**config.mk**
```make
export PLATFORM = sky130hd
export DESIGN_NAME = arp_request_responder
export DESIGN_NICKNAME = d
export VERILOG_FILES = /design/src/hw/rtl/arpr_pkg.sv /design/src/hw/rtl/arpr_parse.sv /design/src/hw/rtl/arp_request_responder.sv
export SDC_FILE = /design/constraint.sdc
export NUM_CORES = 1
export LEC_CHECK = 0
export ABC_CLOCK_PERIOD_IN_PS = 26300
export BUFFER_PORTS_ARGS = -buffer_cell sky130_fd_sc_hd__buf_2
export CAP_MARGIN = 25
export CORE_ASPECT_RATIO = 1.4
export CORE_MARGIN = 1
export CORE_UTILIZATION = 35
export DETAILED_ROUTE_END_ITERATION = 10
export GPL_TIMING_DRIVEN = 0
export PLACE_DENSITY = 0.62
export SYNTH_ARGS = -nofsm -noshare
export SYNTH_HDL_FRONTEND = slang
export SYNTH_SLANG_ARGS = --single-unit
```
**constraint.sdc**
```tcl
create_clock -name clk -period 26.3 [get_ports clk]
set_clock_uncertainty 0.05 [all_clocks]
set_input_delay 0 -clock clk [delete_from_list [all_inputs] [get_ports clk]]
set_output_delay 0 -clock clk [all_outputs]
set_load 0.05 [all_outputs]
```
**src/hw/rtl/arpr_pkg.sv**
```systemverilog
// arpr_pkg: shared types and constants for the arp request responder
// no dependencies; imported by arpr_parse and arp_request_responder
package arpr_pkg;

  localparam logic [15:0] ETHERTYPE_ARP = 16'h0806;
  localparam logic [15:0] HTYPE_ETH     = 16'h0001;
  localparam logic [15:0] PTYPE_IPV4    = 16'h0800;
  localparam logic [7:0]  HLEN_MAC      = 8'd6;
  localparam logic [7:0]  PLEN_IPV4     = 8'd4;
  localparam logic [15:0] OP_REQUEST    = 16'h0001;
  localparam logic [15:0] OP_REPLY      = 16'h0002;

  localparam int          MIN_FRAME_LEN = 42;
  localparam logic [5:0]  MIN_LAST_POS  = 6'(MIN_FRAME_LEN - 1);
  localparam logic [5:0]  POS_MAX       = 6'd63;

  localparam logic [31:0] OWN_IP_RST    = 32'd167772687;
  localparam logic [31:0] GW_IP_RST     = 32'd167772674;

  localparam int          TDATA_W       = 136;

  typedef enum logic [1:0] {
    ACT_IGNORE  = 2'd0,
    ACT_REPLY   = 2'd1,
    ACT_LEARNED = 2'd2
  } arpr_action_t;

  typedef enum logic [1:0] {
    REG_OWN_IP  = 2'd0,
    REG_GW_IP   = 2'd1,
    REG_OWN_MAC = 2'd2
  } arpr_reg_t;

  // lowest field last so the packed struct matches tdata order
  typedef struct packed {
    logic [47:0]  gw_mac;
    logic [31:0]  reply_ip;
    logic [47:0]  reply_mac;
    arpr_action_t action;
  } arpr_result_t;

endpackage

```
**src/hw/rtl/arpr_parse.sv**
```systemverilog
// arpr_parse: byte position tracking, arp header capture and frame decision
// depends on arpr_pkg
module arpr_parse (
  input  logic                  clk,
  input  logic                  rst_n,
  input  logic                  byte_acc,
  input  logic [7:0]            frame_byte,
  input  logic                  last_byte,
  input  logic [31:0]           own_ip,
  input  logic [31:0]           gateway_ip,
  output logic                  res_valid,
  output arpr_pkg::arpr_result_t res
);
  import arpr_pkg::*;

  logic [5:0]  pos_r, pos_nxt;
  logic [15:0] ether_kind_r, ether_kind_nxt;
  logic [15:0] hw_kind_r, hw_kind_nxt;
  logic [15:0] proto_kind_r, proto_kind_nxt;
  logic [7:0]  hw_len_r, hw_len_nxt;
  logic [7:0]  proto_len_r, proto_len_nxt;
  logic [15:0] opcode_r, opcode_nxt;
  logic [47:0] sender_mac_r, sender_mac_nxt;
  logic [31:0] sender_ip_r, sender_ip_nxt;
  logic [31:0] target_ip_r, target_ip_nxt;
  logic [47:0] gw_mac_r, gw_mac_nxt;
  logic        frame_ok;

  // field capture by byte position, big-endian shift-in
  always_comb begin
    ether_kind_nxt = ether_kind_r;
    hw_kind_nxt    = hw_kind_r;
    proto_kind_nxt = proto_kind_r;
    hw_len_nxt     = hw_len_r;
    proto_len_nxt  = proto_len_r;
    opcode_nxt     = opcode_r;
    sender_mac_nxt = sender_mac_r;
    sender_ip_nxt  = sender_ip_r;
    target_ip_nxt  = target_ip_r;
    if (byte_acc) begin
      case (pos_r) inside
        6'd12, 6'd13:   ether_kind_nxt = {ether_kind_r[7:0], frame_byte};
        6'd14, 6'd15:   hw_kind_nxt    = {hw_kind_r[7:0], frame_byte};
        6'd16, 6'd17:   proto_kind_nxt = {proto_kind_r[7:0], frame_byte};
        6'd18:          hw_len_nxt     = frame_byte;
        6'd19:          proto_len_nxt  = frame_byte;
        6'd20, 6'd21:   opcode_nxt     = {opcode_r[7:0], frame_byte};
        [6'd22:6'd27]:  sender_mac_nxt = {sender_mac_r[39:0], frame_byte};
        [6'd28:6'd31]:  sender_ip_nxt  = {sender_ip_r[23:0], frame_byte};
        [6'd38:6'd41]:  target_ip_nxt  = {target_ip_r[23:0], frame_byte};
        default: ;
      endcase
    end
  end

  always_comb begin
    pos_nxt = pos_r;
    if (byte_acc) begin
      if (last_byte) begin
        pos_nxt = '0;
      end else if (pos_r != POS_MAX) begin
        pos_nxt = pos_r + 6'd1;
      end
    end
  end

  assign frame_ok = (pos_r >= MIN_LAST_POS) && (ether_kind_nxt == ETHERTYPE_ARP) &&
                    (hw_kind_nxt == HTYPE_ETH) && (proto_kind_nxt == PTYPE_IPV4) &&
                    (hw_len_nxt == HLEN_MAC) && (proto_len_nxt == PLEN_IPV4);

  always_comb begin
    gw_mac_nxt    = gw_mac_r;
    res.action    = ACT_IGNORE;
    res.reply_mac = '0;
    res.reply_ip  = '0;
    if (byte_acc && last_byte && frame_ok) begin
      if (opcode_nxt == OP_REQUEST) begin
        if (sender_ip_nxt != own_ip && target_ip_nxt == own_ip) begin
          res.action    = ACT_REPLY;
          res.reply_mac = sender_mac_nxt;
          res.reply_ip  = sender_ip_nxt;
        end
      end else if (opcode_nxt == OP_REPLY) begin
        if (target_ip_nxt == own_ip && sender_ip_nxt == gateway_ip) begin
          res.action = ACT_LEARNED;
          gw_mac_nxt = sender_mac_nxt;
        end
      end
    end
    res.gw_mac = gw_mac_nxt;
  end

  assign res_valid = byte_acc && last_byte;

  always_ff @(posedge clk) begin
    if (!rst_n) begin
      pos_r    <= '0;
      gw_mac_r <= '0;
    end else begin
      pos_r    <= pos_nxt;
      gw_mac_r <= gw_mac_nxt;
    end
  end

  always_ff @(posedge clk) begin
    ether_kind_r <= ether_kind_nxt;
    hw_kind_r    <= hw_kind_nxt;
    proto_kind_r <= proto_kind_nxt;
    hw_len_r     <= hw_len_nxt;
    proto_len_r  <= proto_len_nxt;
    opcode_r     <= opcode_nxt;
    sender_mac_r <= sender_mac_nxt;
    sender_ip_r  <= sender_ip_nxt;
    target_ip_r  <= target_ip_nxt;
  end

`ifndef SYNTHESIS
  a_pos_clear: assert property (@(posedge clk) disable iff (!rst_n)
    (byte_acc && last_byte) |=> (pos_r == '0))
    else $error("byte position not cleared after last byte");
  a_pos_sat: assert property (@(posedge clk) disable iff (!rst_n)
    (byte_acc && !last_byte && pos_r == POS_MAX) |=> (pos_r == POS_MAX))
    else $error("byte position left saturation");
  a_short_ignored: assert property (@(posedge clk) disable iff (!rst_n)
    (res_valid && pos_r < MIN_LAST_POS) |-> (res.action == ACT_IGNORE))
    else $error("short frame produced an action");
  a_gw_hold: assert property (@(posedge clk) disable iff (!rst_n)
    (res_valid && res.action != ACT_LEARNED) |=> $stable(gw_mac_r))
    else $error("gateway mac changed without a learn");
`endif

endmodule

```
**src/hw/rtl/arp_request_responder.sv**
```systemverilog
// arp_request_responder: top level with config registers and result buffer
// depends on arpr_pkg and arpr_parse
//
// usage
//   in_*  : one received ethernet byte per request, in wire order; in_tdata[7:0]
//           is the byte and in_tlast marks the final byte of the frame
//   out_* : one result per frame, issued for the request that carries in_tlast
//   cfg_* : register writes (0 own ip, 1 gateway ip, 2 own mac), always ready;
//           own mac is accepted and left to the transmit side
//   result path: each result is registered in the output register, or in the skid register while the output stalls
//   throughput: one byte per cycle while in_tready is high, set by the single capture and compare stage
//   the result side holds two entries (output register plus skid register), so
//   bytes keep flowing while one finished result waits; in_tready drops only
//   when both entries are full
//   reset: byte position returns to zero, learned gateway mac clears to zero,
//   ip registers load their defaults, both result entries empty
//   a stalled out_tready holds out_tdata steady until taken
module arp_request_responder (
  input  logic                          clk,
  input  logic                          rst_n,
  input  logic                          in_tvalid,
  output logic                          in_tready,
  input  logic [7:0]                    in_tdata,   // [7:0] frame_byte
  input  logic                          in_tlast,   // last_byte
  output logic                          out_tvalid,
  input  logic                          out_tready,
  // [1:0] action, [49:2] reply_mac, [81:50] reply_ip,
  // [129:82] learned_gateway_mac, [135:130] zero
  output logic [arpr_pkg::TDATA_W-1:0]  out_tdata,
  input  logic                          cfg_valid,
  output logic                          cfg_ready,
  input  logic [1:0]                    cfg_addr,
  input  logic [47:0]                   cfg_data
);
  import arpr_pkg::*;

  logic [31:0]  own_ip_q_r, gw_ip_q_r;
  logic         byte_acc;
  logic         res_valid;
  arpr_result_t res;
  arpr_result_t main_r, skid_r;
  logic         main_v_r, skid_v_r;
  logic         main_free;

  assign cfg_ready = 1'b1;

  always_ff @(posedge clk) begin
    if (!rst_n) begin
      own_ip_q_r <= OWN_IP_RST;
      gw_ip_q_r  <= GW_IP_RST;
    end else if (cfg_valid && cfg_ready) begin
      case (cfg_addr)
        REG_OWN_IP: own_ip_q_r <= cfg_data[31:0];
        REG_GW_IP:  gw_ip_q_r  <= cfg_data[31:0];
        default: ;
      endcase
    end
  end

  assign in_tready = !skid_v_r;
  assign byte_acc  = in_tvalid && in_tready;

  arpr_parse u_parse (
    .clk        (clk),
    .rst_n      (rst_n),
    .byte_acc   (byte_acc),
    .frame_byte (in_tdata),
    .last_byte  (in_tlast),
    .own_ip     (own_ip_q_r),
    .gateway_ip (gw_ip_q_r),
    .res_valid  (res_valid),
    .res        (res)
  );

  assign main_free = !main_v_r || out_tready;

  always_ff @(posedge clk) begin
    if (!rst_n) begin
      main_v_r <= 1'b0;
      skid_v_r <= 1'b0;
    end else if (main_free) begin
      if (skid_v_r) begin
        main_v_r <= 1'b1;
        skid_v_r <= res_valid;
      end else begin
        main_v_r <= res_valid;
      end
    end else if (res_valid) begin
      skid_v_r <= 1'b1;
    end
  end

  always_ff @(posedge clk) begin
    if (main_free) begin
      if (skid_v_r) begin
        main_r <= skid_r;
        skid_r <= res;
      end else begin
        main_r <= res;
      end
    end else if (res_valid) begin
      skid_r <= res;
    end
  end

  assign out_tvalid = main_v_r;
  assign out_tdata  = {(TDATA_W - $bits(arpr_result_t))'(0), main_r};

`ifndef SYNTHESIS
  a_skid_order: assert property (@(posedge clk) disable iff (!rst_n)
    skid_v_r |-> main_v_r)
    else $error("skid entry held while output register empty");
  a_skid_fill: assert property (@(posedge clk) disable iff (!rst_n)
    (byte_acc && in_tlast && main_v_r && !out_tready) |=> skid_v_r)
    else $error("stalled result not kept in skid entry");
  a_no_spurious: assert property (@(posedge clk) disable iff (!rst_n)
    (!main_v_r && !(byte_acc && in_tlast)) |=> !out_tvalid)
    else $error("result issued without a last byte");
  a_action_code: assert property (@(posedge clk) disable iff (!rst_n)
    out_tvalid |-> (out_tdata[1:0] != 2'd3))
    else $error("undefined action code on output");
`endif

endmodule
```
==> impl_results.md, run 1 <==
- Met2 usage: 0.381
- Synth top cells by count: dfxtp_1 (312), nand2_1 (293), edfxtp_1 (260), nor2_1 (147), inv_1 (129)
- Status: finished, final reports clean
- Initial core utilization: 0.354
- Yosys cell types: between 70 and 80
- Core Region: 66700 um2
- Critical Setup Path Class: reg -> reg
- Via-per-instance ratio: a little over 5
- Met1 Track Usage GR: 0.234
- Mapped Avg Cell Area: 10.9 um2
- Worst rel slew slack: 0.256
- Yosys top cell area share: 0.331
- Synth area leader: edfxtp_1
- Router iterations before antenna repair: 5
- Drt drc: 0
- Hold slack: just over 0.1 ns
- Global route hottest layer: met2
- Max-cap violations: 0
- Syn Inst Count: 2156
- Power per cell area: about 67 nW/um2
- Hpwl dp: 53.9 mm
- Worst-path clk slew: 0.06 ns
- GR Overflow Total: 0
- Worst Hold End: gw_ip_q_r[27]
- Vias in the first global route: 17500
- Hold_buf cts: 46
- CTS buffer count: 55
- Count leader, synth: dfxtp_1
- Drt wl/cell: 21.3 um
- Fin. max-slew vios: 0
- Routed WL: between 70 and 80 mm
- RSZ-0062 raised after global routing: no
- # rows: between 100 and 150
- Clock Sinks: 572
- Final min period: 5.76 ns
- FF-to-FF Start: u_parse.pos_r[2]
- Post-Synthesis Cell Area: roughly 24000 um2
- Pin slew with the least headroom to its limit: 1.11 ns
- Global-route wire length before repair: 107 mm
- Fin crit share: 0.219
- Critical Path RT: 26.60 ns
- Setup TNS: 0 ns
- R2R Setup Slk: 20.54 ns
- Synth Flop Type: dfxtp_1
- Worst setup SP type: flop
- GRT Util Overall: 0.206
- Post-CTS setup buffer count: 0
- Die X: 221 um
- # IOs: 203
- Ant diodes: 0
- R2R cell count: 12
- Area grow syn2layout: 19.2%
- Critical Path AT: 6.06 ns
- Share of layout cells above drive strength 1: 0.179
- Die Height: roughly 300 um
- H-Tree Depth: 2
- Die area: 68500 um2
- Worst Hold Class: in -> reg
- Routed Antenna Nets: 0
- Hold Startpoint: cfg_data[27]
- FMAX: roughly 170 MHz
- Largest net degree at the start of global routing: between 70 and 80
- Crit end category: flop
- Yosys reg bits: 572
- CTS resizes: 0
- Worst-path maximum fanout: 10
- Synth warn: 0
- Initial antenna violation count: 2
- Post-DP Area: 25800 um2
- Final Cell Area: 28100 um2
- Grt met3 use: 0.0327
- Largest cells by area after synthesis: edfxtp_1 (33%), dfxtp_1 (26%), nand2_1 (4.7%), mux2_2 (4.3%), mux2i_1 (3.0%)
- FF-to-FF End: out_tdata[0]
- Register area share after synthesis: 0.596
- CTS tree: done
- Via count: roughly 17000
- Worst Hold Path Cells: 4
- Final Hold Viols: 0
- Worst VDD drop: just over 0.05 mV
- Port bufs: around 180
- Routability congestion estimate: 0.941
- Final setup violating endpoints: 0
- Worst skew pair latency: 0.63 ns
- Async set or reset register ratio after synthesis: 0
- Final #Nets: 2518
- CTS root buffer: clkbuf_16
- Leak: 11.5 nW
- Drt initial violations: 1221
- Longest Clk Path Bufs: 3
- Post-synth EDFFs: 260
## cells in the final DEF (no fill, tap or decap), types with 6 or more instances in the layout
| master | netlist | final |
|---|---|---|
| a2111oi_0 | 6 | 6 |
| buf_4 | 11 | 11 |
| and3_1 | 50 | 50 |
| nor2b_1 | 18 | 18 |
| nand3_1 | 24 | 24 |
| o31ai_2 | 9 | 9 |
| nand2_1 | 293 | 293 |
| clkbuf_16 | 0 | 58 |
| buf_1 | 8 | 8 |
| o22ai_1 | 11 | 11 |
| nor3b_1 | 44 | 44 |
| nor2_1 | 147 | 147 |
| xor2_1 | 22 | 22 |
| bufinv_16 | 0 | 6 |
| dfxtp_1 | 312 | 312 |
| nand2b_1 | 26 | 25 |
| nand4_1 | 19 | 19 |
| o221ai_1 | 6 | 6 |
| a21oi_1 | 63 | 63 |
| clkinv_2 | 0 | 8 |
| o2111ai_1 | 11 | 11 |
| a21boi_0 | 55 | 55 |
| dlygate4sd3_1 | 0 | 46 |
| mux2_2 | 90 | 90 |
| clkbuf_8 | 0 | 8 |
| a21oi_2 | 9 | 9 |
| inv_1 | 129 | 129 |
| buf_2 | 26 | 204 |
| o31ai_1 | 40 | 40 |
| and2_1 | 6 | 6 |
| o21ai_0 | 112 | 111 |
| nor3b_2 | 8 | 8 |
| nor4_1 | 25 | 25 |
| edfxtp_1 | 260 | 260 |
| conb_1 | 2 | 7 |
| mux2i_1 | 70 | 70 |
| xnor2_1 | 67 | 67 |
| nor3_1 | 10 | 10 |
| clkbuf_1 | 83 | 94 |
## kinds of logic (layout without fill, tap and decap cells)
group	count (synthesis)	after routing	synth area share
buffers and inverters	261	596	0.0456
multiplexers	161	161	0.0732
AO/OA/AOI/OAI	362	362	0.103
XOR/XNOR	89	89	0.0330
AND/OR/NAND/NOR	704	704	0.147
other	2	7	0.000318
adder cells (fa/ha/maj)	5	5	0.00265
flip-flops	572	572	0.596
## worst max-delay path by stage
stage,startpoint,end,slack (ns),cells past startpoint
floorplan,out_tvalid,skid_r[0],11.76,2
global placement,out_tready,skid_r[5],1.50,3
detailed placement,u_parse.pos_r[2],out_tdata[0],20.55,12
CTS,u_parse.pos_r[2],out_tdata[0],20.54,12
global route,u_parse.pos_r[2],out_tdata[0],20.30,12
finish,u_parse.pos_r[2],out_tdata[0],20.54,12
## through the flow
stage | worst slack [ns] | util | instances | total power, mW
floorplan | 11.76 | - | 2161 | 1.03
global placement | 1.50 | 0.383 | 3193 | 1.06
detailed placement | 20.55 | 0.386 | 3201 | 1.06
CTS | 20.54 | 0.422 | 3351 | 1.90
global route | 20.30 | 0.422 | 3351 | 1.94
finish | 20.54 | 0.422 | 3351 | 1.88
## critical path, stage by stage (launching register included)
cell,delay (ns)
dfxtp_1,0.51
nand2_1,0.35
nor2_4,0.40
buf_2,0.33
buf_1,0.60
mux2i_1,0.68
xnor2_1,0.24
nor4_1,0.31
nand4_1,0.18
o211ai_2,0.90
buf_2,0.45
buf_2,0.36
nand2_1,0.10
## area by class of cell
class | instances | area (um2)
fillers | 6381 | 38600
flip-flops and latches | 572 | 14100
multi-input cells | 1328 | 8500
clock buffers | 77 | 1600
repair buffers | 231 | 1510
well taps | 855 | 1070
plain buffers | 131 | 588
inverters | 130 | 488
clock inverters | 27 | 318
## flip-flops by register name, summed over array words and instances, names as in the netlist, 8 cells and up
name                  cells
gw_ip_q_r                32
u_parse.ether_kind_r     16
u_parse.gw_mac_r         48
u_parse.sender_mac_r     48
u_parse.hw_len_r          8
out_tdata               130
u_parse.opcode_r         16
u_parse.hw_kind_r        16
skid_r                  130
u_parse.proto_len_r       8
u_parse.sender_ip_r      32
u_parse.target_ip_r      32
u_parse.proto_kind_r     16
own_ip_q_r               32
## per-layer routing
layer  wire, um  vias up
met2      36600      484
met4       3110        2
li1           -     8127
met3       3430      149
met1      28100     8266
met5         13        -
## report_power, final
| part | switching (mW) | internal (mW) |
|---|---|---|
| registers | 0.0115 | 0.941 |
| logic | 0.0670 | 0.0276 |
| clock network | 0.350 | 0.486 |
| total | 0.429 | 1.45 |
Power figures use the tool's default switching activity.
==> inputs of run 2 (changes only) <==
--- a/config.mk
+++ b/config.mk
@@ -5,7 +5,8 @@
 export SDC_FILE = /design/constraint.sdc
 export NUM_CORES = 1
 export LEC_CHECK = 0
-export ABC_CLOCK_PERIOD_IN_PS = 26300
+export ABC_AREA = 1
+export ABC_CLOCK_PERIOD_IN_PS = 5400
 export BUFFER_PORTS_ARGS = -buffer_cell sky130_fd_sc_hd__buf_2
 export CAP_MARGIN = 25
 export CORE_ASPECT_RATIO = 1.4
@@ -13,7 +14,7 @@
 export CORE_UTILIZATION = 35
 export DETAILED_ROUTE_END_ITERATION = 10
 export GPL_TIMING_DRIVEN = 0
-export PLACE_DENSITY = 0.62
+export PLACE_DENSITY = 0.61
 export SYNTH_ARGS = -nofsm -noshare
 export SYNTH_HDL_FRONTEND = slang
 export SYNTH_SLANG_ARGS = --single-unit
==> constraint.sdc (replaced) <==
create_clock -name clk -period 5.4 [get_ports clk]
set_clock_uncertainty 0.05 [all_clocks]
set_input_delay 0 -clock clk [delete_from_list [all_inputs] [get_ports clk]]
set_output_delay 0 -clock clk [all_outputs]
set_load 0.05 [all_outputs]
==> impl_results.md, run 2 <==
- Seq pwr share: 0.480 (was 0.506)
- Initial antenna violation count: 1 (was 2)
- Logic gate share of total power: 0.082 (was 0.050)
- CP delay by family, top: simple AND/OR/NAND/NOR gates (was buffers and inverters)
- Post-Synthesis Cell Area: 25100 um2 (was 23600 um2)
- Port bufs: 177 (unchanged)
- Highest cell delay on the worst timing path: 0.59 ns (was 0.90 ns)
- Final Cell Area: 29900 um2 (was 28100 um2)
- Clock network power share: 0.438 (was 0.444)
- Share of layout cells above drive strength 1: 0.104 (was 0.179)
- Area grow syn2layout: 19.1% (was 19.2%)
- Worst slack at placement: 0.492 ns (was 20.55 ns)
- Synth warn: 0 (unchanged)
- Die X: 228 um (was 221 um)
- H-Tree Depth: 2 (unchanged)
- Critical Setup Path Class: reg -> reg (unchanged)
- Synth Flop Type: dfxtp_1 (unchanged)
- Fill count: 7173 (was 6381)
- Syn Inst Count: 3132 (was 2156)
- Most common cell after layout, fill and taps aside: nand2_1 (was dfxtp_1)
- Area occupied by multi-input gates: 8640 um2 (was 8500 um2)
- Final min period: 5.10 ns (was 5.76 ns)
- CTS buffer count: 57 (was 55)
- Setup TNS: 0 ns (unchanged)
- Die area: 72700 um2 (was 68500 um2)
- Hold slack: 0.0547 ns (was 0.102 ns)
- Crit end category: flop (unchanged)
- Worst setup SP type: flop (unchanged)
- Worst-path maximum fanout: 10 (unchanged)
- Power per cell area: 329 nW/um2 (was 66.9 nW/um2)
- FMAX: 196 MHz (was 174 MHz)
- CP Launch Point: u_parse.pos_r[1] (was u_parse.pos_r[2])
- Post-DP Area: 27300 um2 (was 25800 um2)
- Final #Nets: 3500 (was 2518)
- Clock Sinks: 572 (unchanged)
- Critical Path AT: 5.42 ns (was 6.06 ns)
- Max-cap violations: 0 (unchanged)
- Top cell by count, worst path: nand2_1 (was buf_2)
- Via count: 20900 (was 17000)
- Largest cells by area after synthesis: edfxtp_1 (31%), dfxtp_1 (25%), nand2_1 (15%), inv_1 (6.7%), nor2_1 (4.7%) (was edfxtp_1 (33%), dfxtp_1 (26%), nand2_1 (4.7%), mux2_2 (4.3%), mux2i_1 (3.0%))
- R2R cell count: 22 (was 12)
- Routed WL: 76.6 mm (was 71.3 mm)
- # rows: 115 (was 112)
- Hpwl dp: 58.1 mm (was 53.9 mm)
- Worst Hold Path Cells: 4 (unchanged)
- Worst Hold Class: in -> reg (unchanged)
- Worst Hold End: skid_r[125] (was gw_ip_q_r[27])
- GRT Util Overall: 0.208 (was 0.206)
- Yosys cell types: 40 (was 79)
- Initial core utilization: 0.355 (was 0.354)
- Final Hold Viols: 0 (unchanged)
- Final setup violating endpoints: 0 (unchanged)
- Register area share after synthesis: 0.561 (was 0.596)
- Fin. max-slew vios: 0 (unchanged)
- Routed Antenna Nets: 0 (unchanged)
- Fin crit share: 0.944 (was 0.219)
- CP cell instances: inv_1 > ha_1 > inv_1 > nand2_1 > buf_2 > nand3_1 > nand3_1 > nor2_2 > nand2_2 > buf_2 > nand2_1 > nand2_1 > nand2_1 > nand2_1 > nor2_1 > nand2_1 > nor2_1 > nand2_1 > nor2_4 > nand3_4 > clkbuf_1 > o21ai_0 (was nand2_1 > nor2_4 > buf_2 > buf_1 > mux2i_1 > xnor2_1 > nor4_1 > nand4_1 > o211ai_2 > buf_2 > buf_2 > nand2_1)
- Synth area leader: edfxtp_1 (unchanged)
- Global-route wire length before repair: 115 mm (was 107 mm)
- Count leader, synth: nand2_1 (was dfxtp_1)
- Hold Startpoint: out_tready (was cfg_data[27])
- Async set or reset register ratio after synthesis: 0 (unchanged)
- Highest-count cells in the layout ignoring fill and taps: nand2_1 (973), inv_1 (446), nor2_1 (317) (was dfxtp_1 (312), nand2_1 (293), edfxtp_1 (260))
- Routability congestion estimate: 0.933 (was 0.941)
- Post-synth EDFFs: 260 (unchanged)
- Yosys top cell area share: 0.312 (was 0.331)
- Router iterations before antenna repair: 7 (was 5)
- Ant diodes: 0 (unchanged)
- Synth top cells by count: nand2_1 (973), inv_1 (447), nor2_1 (317), dfxtp_1 (312), edfxtp_1 (260) (was dfxtp_1 (312), nand2_1 (293), edfxtp_1 (260), nor2_1 (147), inv_1 (129))
- GR Overflow Total: 0 (unchanged)
- Pin slew with the least headroom to its limit: 0.999 ns (was 1.11 ns)
- Die Height: 319 um (was 309 um)
- Drt initial violations: 1341 (was 1221)
- Drt drc: 0 (unchanged)
- FF-to-FF Start: u_parse.pos_r[1] (was u_parse.pos_r[2])
- Worst skew pair latency: 0.66 ns (was 0.63 ns)
- Yosys reg bits: 572 (unchanged)
- Critical Path RT: 5.72 ns (was 26.60 ns)
- Sw Share: 0.247 (was 0.228)
- CTS tree: done (unchanged)
- Mapped Avg Cell Area: 8.00 um2 (was 10.9 um2)
- CTS resizes: 0 (unchanged)
- Register Area: 14100 um2 (unchanged)
- Drt wl/cell: 17.4 um (was 21.3 um)
- # IOs: 203 (unchanged)
- R2R Setup Slk: 0.30 ns (was 20.54 ns)
- Status: finished, final reports clean (unchanged)
- Longest Clk Path Bufs: 3 (unchanged)
- Crit-path slowest cell: o21ai_0 (was o211ai_2)
- Via-per-instance ratio: 4.72 (was 5.08)
- Switching power total: 2.43 mW (was 0.429 mW)
- Worst rel slew slack: 0.334 (was 0.256)
- Worst VDD drop: 0.205 mV (was 0.0511 mV)
- Post-CTS setup buffer count: 0 (unchanged)
- Power Internal: 7.40 mW (was 1.45 mW)
- Core Region: 70500 um2 (was 66700 um2)
- FF-to-FF End: out_tdata[62] (was out_tdata[0])
- Leak: 14.2 nW (was 11.5 nW)
- Worst-path clk slew: 0.06 ns (about the same)
- Final setup margin: 0.301 ns (was 20.54 ns)
- Largest net degree at the start of global routing: 74 (was 72)
- Vias in the first global route: 19700 (was 17500)
- CTS root buffer: clkbuf_16 (unchanged)
- RSZ-0062 raised after global routing: no (unchanged)
- Buf+Inv Stages, Crit Path: 5 (was 4)
run 2: cell count changes after synthesis, sizes merged, moves of 71 or more:
cell | previous run | this run
mux2i | 71 | 0
inv | 130 | 451
mux2 | 90 | 0
nand3 | 24 | 212
nand2 | 294 | 980
nor2 | 148 | 326
o21ai | 113 | 260
run 2: how the worst max path moves through the flow:
stage                         end  slack [ns]  cells after the start
detailed placement   out_tdata[6]        0.49                     22
global placement       skid_r[67]       -1.35                      3
global route        out_tdata[55]        0.13                     22
floorplan               skid_r[0]        0.87                      3
CTS                  out_tdata[6]        0.43                     22
finish              out_tdata[62]        0.30                     22
run 2: cell type report:
type	count	area share
sequential	572	0.471
multi-input combinational	1975	0.289
inverter	453	0.0571
clock buffer	80	0.0545
timing repair buffer	235	0.0523
tap	936	0.0392
buffer	137	0.0236
clock inverter	27	0.0132
run 2: metrics by stage:
step / power (mW) / utilization / std cells
finish: 9.82 / 0.423 / 4415
global route: 10.1 / 0.423 / 4415
CTS: 9.89 / 0.423 / 4415
detailed placement: 5.58 / 0.388 / 4258
global placement: 5.57 / 0.385 / 4250
floorplan: 5.32 / - / 3137
run 2: what timing repair did:
| item | CTS | global route |
|---|---|---|
| setup endpoints to repair | 0 | 0 |
| hold buffers | 50 | 0 |
| hold endpoints to repair | 117 | 0 |
run 2: routing by layer:
layer  wire, um  share of wire  vias up  GRT usage
met4       3340          0.044        2     0.0896
met3       3290          0.043      182     0.0262
li1           -              -    10500          -
met2      39300           0.51      589      0.385
met1      30700           0.40     9598      0.237
met5         11        0.00014        -          0
run 2: logic make-up (layout without fill, tap and decap cells):
group,count (synthesis),after routing,synth area share
adders and majority gates,5,5,0.00250
and+or+nand+nor,1594,1594,0.259
buffers and inverters,590,932,0.0959
AOI/OAI and AO/OA,335,335,0.0693
xor gates and xnor gates,34,34,0.0119
DFF,572,572,0.561
other,2,7,0.000300
run 2: worst register-to-register path: cells and delay by family (launching register included):
| family | cells | cell delay (ns) |
|---|---|---|
| buffers and inverters | 5 | 1.04 |
| adder cells (fa/ha/maj) | 1 | 0.24 |
| flip-flops | 1 | 0.42 |
| AND/OR/NAND/NOR | 15 | 2.50 |
| AO/OA/AOI/OAI | 1 | 0.59 |
run 2: power by group through the flow:
stage / clock network, mW / registers (mW) / logic, mW
after global placement: 0 / 4.82 / 0.756
after floorplan: 0 / 4.93 / 0.387
final: 4.30 / 4.72 / 0.801
after CTS: 4.37 / 4.72 / 0.798
after detailed placement: 0 / 4.81 / 0.769
after global routing: 4.54 / 4.73 / 0.869
==> inputs of run 3 (changes only) <==
--- a/config.mk
+++ b/config.mk
@@ -7,14 +7,14 @@
 export LEC_CHECK = 0
 export ABC_AREA = 1
 export ABC_CLOCK_PERIOD_IN_PS = 5400
-export BUFFER_PORTS_ARGS = -buffer_cell sky130_fd_sc_hd__buf_2
 export CAP_MARGIN = 25
 export CORE_ASPECT_RATIO = 1.4
 export CORE_MARGIN = 1
 export CORE_UTILIZATION = 35
 export DETAILED_ROUTE_END_ITERATION = 10
+export DONT_BUFFER_PORTS = 1
 export GPL_TIMING_DRIVEN = 0
-export PLACE_DENSITY = 0.61
+export PLACE_DENSITY = 0.59
 export SYNTH_ARGS = -nofsm -noshare
 export SYNTH_HDL_FRONTEND = slang
 export SYNTH_SLANG_ARGS = --single-unit
==> impl_results.md, run 3 (synthesized netlist as in run 2, its figures left out) <==
- CTS tree: done (unchanged)
- Switching power total: 2.46 mW (was 2.43 mW)
- Initial core utilization: 0.355 (unchanged)
- Routability congestion estimate: 0.948 (was 0.933)
- Drt wl/cell: 18.2 um (was 17.4 um)
- Worst-path clk slew: 0.07 ns (was 0.06 ns)
- GR Overflow Total: 0 (unchanged)
- Highest cell delay on the worst timing path: 0.60 ns (was 0.59 ns)
- Worst Hold Path Cells: 3 (was 4)
- Crit end category: flop (unchanged)
- # IOs: 203 (unchanged)
- # rows: 115 (unchanged)
- Drt initial violations: 1416 (was 1341)
- Highest-count cells in the layout ignoring fill and taps: nand2_1 (973), inv_1 (446), nor2_1 (317) (unchanged)
- Hold Startpoint: out_tready (unchanged)
- FMAX: 196 MHz (about the same)
- CP cell instances: inv_1 > ha_1 > inv_1 > nand2_1 > buf_2 > nand3_1 > nand3_1 > nor2_2 > nand2_2 > buf_2 > nand2_1 > nand2_1 > nand2_1 > nand2_1 > nor2_1 > nand2_1 > nor2_1 > nand2_1 > nor2_4 > nand3_4 > clkbuf_1 > o21ai_0 (unchanged)
- Worst Hold Class: in -> reg (unchanged)
- Critical Setup Path Class: reg -> reg (unchanged)
- Worst VDD drop: 0.244 mV (was 0.205 mV)
- Fin. max-slew vios: 0 (unchanged)
- Final #Nets: 3341 (was 3500)
- Worst skew pair latency: 0.66 ns (about the same)
- CTS resizes: 0 (unchanged)
- CTS buffer count: 57 (unchanged)
- Hold slack: 0.0229 ns (was 0.0547 ns)
- CTS root buffer: clkbuf_16 (unchanged)
- FF-to-FF Start: u_parse.pos_r[0] (was u_parse.pos_r[1])
- Top cell by count, worst path: nand2_1 (unchanged)
- Via-per-instance ratio: 4.78 (was 4.72)
- GRT Util Overall: 0.211 (was 0.208)
- Largest net degree at the start of global routing: 71 (was 74)
- Final setup violating endpoints: 0 (unchanged)
- Register Area: 14100 um2 (unchanged)
- Worst Hold End: skid_r[48] (was skid_r[125])
- Die X: 228 um (unchanged)
- Logic gate share of total power: 0.064 (was 0.082)
- Drt drc: 0 (unchanged)
- Leak: 13.4 nW (was 14.2 nW)
- Final Hold Viols: 0 (unchanged)
- Critical Path RT: 5.72 ns (about the same)
- Routed WL: 77.3 mm (was 76.6 mm)
- Clock network power share: 0.427 (was 0.438)
- Status: finished, final reports clean (unchanged)
- RSZ-0062 raised after global routing: no (unchanged)
- Share of layout cells above drive strength 1: 0.0551 (was 0.104)
- Pin slew with the least headroom to its limit: 0.928 ns (was 0.999 ns)
- Hold_buf cts: 68 (was 50)
- Post-CTS setup buffer count: 0 (unchanged)
- Die area: 72700 um2 (unchanged)
- Crit-path slowest cell: o21ai_0 (unchanged)
- Non-Filler Instances: 4256 (was 4415)
- Fill count: 7143 (was 7173)
- Longest Clk Path Bufs: 3 (unchanged)
- Dpl cells: 4080 (was 4258)
- Max-cap violations: 0 (unchanged)
- Worst setup SP type: flop (unchanged)
- Critical Path AT: 5.43 ns (was 5.42 ns)
- Setup TNS: 0 ns (unchanged)
- Fin crit share: 0.947 (was 0.944)
- Router iterations before antenna repair: 6 (was 7)
- Core Region: 70500 um2 (unchanged)
- Area occupied by multi-input gates: 8640 um2 (unchanged)
- H-Tree Depth: 2 (unchanged)
- Worst-path maximum fanout: 10 (unchanged)
- Most common cell after layout, fill and taps aside: nand2_1 (unchanged)
- Vias in the first global route: 19500 (was 19700)
- Ant diodes: 0 (unchanged)
- R2R cell count: 22 (unchanged)
- Via count: 20400 (was 20900)
- Area grow syn2layout: 15.8% (was 19.1%)
- Pwr Total: 9.57 mW (was 9.82 mW)
- Final min period: 5.11 ns (was 5.10 ns)
- Hpwl dp: 58.4 mm (was 58.1 mm)
- Initial antenna violation count: 3 (was 1)
- Port bufs: 0 (was 177)
- Clock Sinks: 572 (unchanged)
- Routed Antenna Nets: 0 (unchanged)
- R2R Setup Slk: 0.29 ns (was 0.30 ns)
- Seq pwr share: 0.509 (was 0.480)
- Sw Share: 0.257 (was 0.247)
- Power per cell area: 330 nW/um2 (was 329 nW/um2)
- Power Internal: 7.11 mW (was 7.40 mW)
- FF-to-FF End: out_tdata[59] (was out_tdata[62])
- Global-route wire length before repair: 117 mm (was 115 mm)
- Worst rel slew slack: 0.381 (was 0.334)
- Die Height: 319 um (unchanged)
[run 3: cell types whose count changed in the layout (fill, tap and decap cells not counted), moves of 2 or more]
cell           delta
buf_2           -177
bufinv_16         -5
clkbuf_8          -4
clkinv_2          +4
clkinvlp_4        +2
dlygate4sd3_1    +18
[run 3: cell type report]
cell class | count | share of cell area
Multi-Input combinational cell | 1975 | 0.298
Buffer | 137 | 0.0242
Inverter | 453 | 0.0588
Clock inverter | 31 | 0.0111
Timing Repair Buffer | 76 | 0.0291
Tap cell | 936 | 0.0403
Sequential cell | 572 | 0.484
Clock buffer | 76 | 0.0548
[run 3: metal layers]
| layer | wire length, um | vias to the layer above | share of wire | track usage |
|---|---|---|---|---|
| met5 | 0 | - | 0 | 0 |
| met3 | 3470 | 170 | 0.045 | 0.0254 |
| met1 | 30600 | 9402 | 0.40 | 0.241 |
| met2 | 39900 | 609 | 0.52 | 0.390 |
| met4 | 3390 | 0 | 0.044 | 0.0952 |
| li1 | - | 10200 | - | - |
[run 3: worst max-delay path: cells and delay by family (launching register included)]
kind	cells	cell delay (ns)
adder cells (fa/ha/maj)	1	0.24
buffers and inverters	5	1.03
AO/OA/AOI/OAI	1	0.60
AND/OR/NAND/NOR	15	2.46
flip-flops	1	0.43
[run 3: worst max path at each step]
| stage | startpoint | end | slack, ns | cells past startpoint |
|---|---|---|---|---|
| CTS | u_parse.pos_r[0] | out_tdata[62] | 0.35 | 23 |
| global route | u_parse.pos_r[0] | out_tdata[62] | 0.11 | 23 |
| floorplan | out_tvalid | skid_r[0] | 0.87 | 3 |
| global placement | skid_v_r | skid_r[75] | -1.36 | 3 |
| detailed placement | u_parse.pos_r[0] | out_tdata[62] | 0.41 | 23 |
| finish | u_parse.pos_r[0] | out_tdata[59] | 0.29 | 22 |
[run 3: through the flow]
stage           util  worst slack [ns]  area (um2)
5_1_grt        0.412             0.113       29000
6_report       0.412             0.289       29000
3_5_place_dp   0.375             0.413       26400
2_1_floorplan      -             0.865       25100
4_1_cts        0.412             0.354       29000
3_3_place_gp   0.372             -1.36       26300
[run 3: power by group through the flow]
stage	registers, mW	clock network (mW)	logic [mW]
global placement	4.97	0	0.536
floorplan	4.93	0	0.387
detailed placement	4.96	0	0.550
finish	4.87	4.09	0.613
global route	4.88	4.33	0.682
CTS	4.87	4.18	0.607
